File: config.mk
export PLATFORM = sky130hd
export DESIGN_NAME = tpeb_store
export DESIGN_NICKNAME = d
export VERILOG_FILES = /design/src/rtl/core/tpeb_pkg.sv /design/src/rtl/core/tpeb_store.sv
export SDC_FILE = /design/constraint.sdc
export NUM_CORES = 2
export LEC_CHECK = 0
export BUFFER_PORTS_ARGS = -buffer_cell sky130_fd_sc_hd__buf_2
export CELL_PAD_IN_SITES_DETAIL_PLACEMENT = 1
export CELL_PAD_IN_SITES_GLOBAL_PLACEMENT = 2
export CORE_UTILIZATION = 53
export CTS_BUF_LIST = sky130_fd_sc_hd__clkbuf_8
export DETAILED_ROUTE_END_ITERATION = 12
export PLACE_DENSITY = 0.87
export SLEW_MARGIN = 20
export SYNTH_ARGS = -nofsm -noshare
export SYNTH_HDL_FRONTEND = slang
export SYNTH_MEMORY_MAX_BITS = 65536
export SYNTH_SLANG_ARGS = --single-unit
export TNS_END_PERCENT = 10
File: constraint.sdc
create_clock -name clk -period 10.4 [get_ports clk]
set_input_delay 1.56 -clock clk [delete_from_list [all_inputs] [get_ports clk]]
set_output_delay 1.56 -clock clk [all_outputs]
set_load 0.02 [all_outputs]
File: src/rtl/core/tpeb_pkg.sv
// Shared types and constants for the priority event buffer.
// No dependencies; imported by tpeb_store and top_priority_event_buffer_top.
package tpeb_pkg;

  localparam int TIME_BITS   = 52;
  localparam int WEIGHT_BITS = 32;
  localparam int COUNT_BITS  = 32;
  localparam int HELD_W      = 6;
  localparam int CFG_IDX_W   = 1;

  // Configuration register indexes
  localparam logic [CFG_IDX_W-1:0] CFG_WINDOW_START = 1'd0;
  localparam logic [CFG_IDX_W-1:0] CFG_WINDOW_STOP  = 1'd1;

  // Item function codes
  localparam logic FUNC_ADD     = 1'b0;
  localparam logic FUNC_READOUT = 1'b1;

  // Result kind codes
  localparam logic KIND_ACK   = 1'b0;
  localparam logic KIND_ENTRY = 1'b1;

  typedef struct packed {
    logic                          func;
    logic [TIME_BITS-1:0]          begin_time;
    logic [TIME_BITS-1:0]          end_time;
    logic signed [WEIGHT_BITS-1:0] weight;
  } tpeb_in_t;

  typedef struct packed {
    logic                          kind;
    logic                          accepted;
    logic [COUNT_BITS-1:0]         received_total;
    logic [HELD_W-1:0]             held_count;
    logic                          empty_res;
    logic [TIME_BITS-1:0]          out_begin;
    logic [TIME_BITS-1:0]          out_end;
    logic signed [WEIGHT_BITS-1:0] out_weight;
    logic                          last;
  } tpeb_out_t;

  typedef struct packed {
    logic [TIME_BITS-1:0]          ent_begin;
    logic [TIME_BITS-1:0]          ent_end;
    logic signed [WEIGHT_BITS-1:0] ent_weight;
  } tpeb_entry_t;

endpackage

File: src/rtl/core/tpeb_store.sv
// Event store: single write port, one registered read port.
// Depends on tpeb_pkg for the entry type.
module tpeb_store import tpeb_pkg::*; #(
  parameter int DEPTH = 32,
  localparam int AW = $clog2(DEPTH)
) (
  input  logic          clk,
  input  logic          we,
  input  logic [AW-1:0] waddr,
  input  tpeb_entry_t   wdata,
  input  logic [AW-1:0] raddr,
  output tpeb_entry_t   rdata
);

  tpeb_entry_t mem [DEPTH];

  always_ff @(posedge clk) begin
    if (we) begin
      mem[waddr] <= wdata;
    end
    rdata <= mem[raddr];
  end

endmodule

==> impl_metrics.csv <==
group,metric,value,unit
pwr,design_power_total,36.5,mW
worst_setup_path,critPathCaptureType,"flop",
worst_setup_path,cp_data_arrival_time,5.09,ns
placement,place_congestion,0.741,
global_route,grt_use_met2,50.9,%
pwr,power_leakage,59.3,nW
timing,fin_crit,4.28,ns
clocking,ctsResizeCount,0,
global_route,grtUsageMet3,6.29,%
floorplanning,coreArea,310000,um2
synth,synth-compound-area-share,2.49,%
timing,setup_slack,6.12,ns
global_route,antenna_found_initial,71,
clocking,hold_buffers,0,
hold_path,min-delay-start,"mem[30][10]",
synth,synth_fa_ha_area_share,0,%
synth,synth_edf_count,4352,
clocking,cts-htree-levels,6,
synth,ys_seq_area_share,80.7,%
worst_setup_path,criticalPathCategory,"input pin to flop",
global_route,grt_pass1_vias,90400,
placement,dp_slack,4.97,ns
global_route,grtUsageMet1,40.5,%
synth,synthCells,6993,
detailed_routing,ant_nets,0,
detailed_routing,via_per_inst,6.81,
layout,multi_input_area,30200,um2
timing,skew,0.0866,ns
synth,syn-num-nets,7141,
global_route,overflow,0,
timing,tns,0,ns
floorplanning,io_pins,284,
synth,yosys.area_share.xor_xnor,0,%
placement,dpl.hpwl,229000,um
pwr,powerDensity,197,nW/um2
synth,synth_async_sr_flop_share,0,%
synth,synth_mux_area_share,14.6,%
timing,rsz0062_at_grt,"no",
layout,syn2layout_area_growth,12.0,%
detailed_routing,drc,0,
clocking,cts_sinks,4488,
global_route,grt_max_degree,154,
clocking,clock_path_buffers,4,
global_route,grt_pass1_wl,688000,um
worst_setup_path,timing.rr.start,"mem[14][35]",
placement,io_buffers,283,
synth,ys_types,30,
job,drv_cap,0,
synth,synth-seq-cells,4488,
hold_path,hold_path_class,"flop to flop",
synth,synth_top_area_share,79.0,%
timing,timing.fmax,234,MHz
worst_setup_path,cp-start-kind,"input pin",
layout,nets,7899,
synth,synthFlopType,"edfxtp_1",
clocking,cts_post_setup_buffers_inserted,0,
detailed_routing,first_pass_iters,8,
global_route,grt.total_usage,31.2,%
synth,synth.most_common_cell,"edfxtp_1",
global_route,top_usage_layer,"met2",
clocking,worstSkewPairLatency,1.26,ns
layout,register_area,133000,um2
hold_path,whs_path_depth,3,
clocking,cts_tree,"done",
layout,fillCellCount,25400,
timing,max-slew-margin-rel,14.5,%
synth,ys_top_cells_by_area,"edfxtp_1, mux4_2, mux2i_1",
synth,synth-simple-area-share,0.931,%
clocking,cts_made_buffers,689,
timing,hold_viol,0,
detailed_routing,drtIter0Drc,13200,
timing,worst_pin_slew,1.28,ns
layout,drive_gt1_share,28.0,%
worst_setup_path,cp-startpoint,"waddr[1]",
floorplanning,rows,204,
synth,synth_top_cell_by_area,"edfxtp_1",
worst_setup_path,r2r_cells,3,
status,status,"finished clean",
floorplanning,die_x,561,um
worst_setup_path,crit_fanout,77,
timing,setup_violations,0,
synth,yosysWarningCount,0,
timing,maxSlewViolCount,0,
detailed_routing,vias,85000,
floorplanning,die_y,561,um
floorplanning,die_area,314000,um2
detailed_routing,wl_per_cell,39.5,um
synth,synth_common_cells,"edfxtp_1, mux4_2, o22ai_1, mux2i_1, a22oi_1",
synth,synth_top_family_by_area,"multiplexers",
detailed_routing,wl,493000,um
clocking,path_clk_slew,0.06,ns
worst_setup_path,worstPathRequired,11.21,ns
clocking,clockRootBuffer,"clkbuf_8",
timing,holdWs,0.692,ns
timing,post-route-period-util,41.2,%
pwr,irDropWorstVdd,0.164,mV
synth,synthesis.area,165000,um2
synth,avgSynthCellArea,23.6,um2
floorplanning,start_util,53.4,%
-- cells in the final DEF, fill, tap and decap left out, types with 46 or more instances in the layout --
| cell | n |
|---|---|
| inv_1 | 272 |
| mux2i_1 | 288 |
| nand3_1 | 74 |
| nor4_1 | 97 |
| mux4_2 | 944 |
| edfxtp_1 | 4352 |
| buf_4 | 134 |
| dfxtp_1 | 136 |
| o22ai_1 | 400 |
| buf_2 | 281 |
| clkinv_2 | 66 |
| diode_2 | 46 |
| clkbuf_8 | 742 |
| a22oi_1 | 216 |
| clkinv_1 | 111 |
-- layer usage --
metal	share of wire, %	vias up
met5	0.045	-
met4	5.0	34
met3	11	1336
met2	49	6860
met1	34	44800
li1	-	32000
-- metrics by stage --
stage | instances | utilization (%) | instance area (um2)
after floorplan | 6993 | - | 165000
after global placement | 11200 | 55.5 | 172000
after detailed placement | 11200 | 55.5 | 172000
after CTS | 12400 | 59.8 | 185000
after global routing | 12500 | 59.8 | 185000
final | 12500 | 59.8 | 185000
-- final timing paths --
kind / endpoint / slack, ns
max: mem[9][58] / 6.12
min: rdata[10] / 0.69
min reg2reg: rdata[10] / 0.69
max reg2reg: rdata[35] / 8.36
-- report_power, final --
group          leakage, nW  internal, mW  switching, mW
sequential            40.4          20.1          0.151
combinational         11.2         0.596           1.15
clock                 7.75          7.04           7.43
total                 59.3          27.7           8.73
-- registers in the layout, summed over array words and instances (netlist names) --
| name | flops |
|---|---|
| mem | 4352 |
| rdata | 136 |
-- worst max-delay path, stage by stage --
cell	delay (ns)
buf_2	0.15
nand3b_1	0.75
nor2_4	1.05
buf_12	0.69
buf_4	0.68
-- final cells by class --
cell class | count | area share, %
Sequential cell | 4488 | 72.0
Multi-Input combinational cell | 2120 | 16.3
Clock buffer | 742 | 5.51
Tap cell | 4120 | 2.78
Timing Repair Buffer | 452 | 1.70
Clock inverter | 523 | 1.61
Antenna cell | 46 | 0.0622
-- cells by family (layout without fill, tap and decap cells) --
logic type | Yosys count | count (layout)
flip-flops | 4488 | 4488
multiplexers | 1232 | 1232
AO/OA/AOI/OAI | 616 | 616
buffers and inverters | 385 | 1717
AND/OR/NAND/NOR | 272 | 272
other | 0 | 46
No activity file was read; power rests on OpenSTA's default activity.
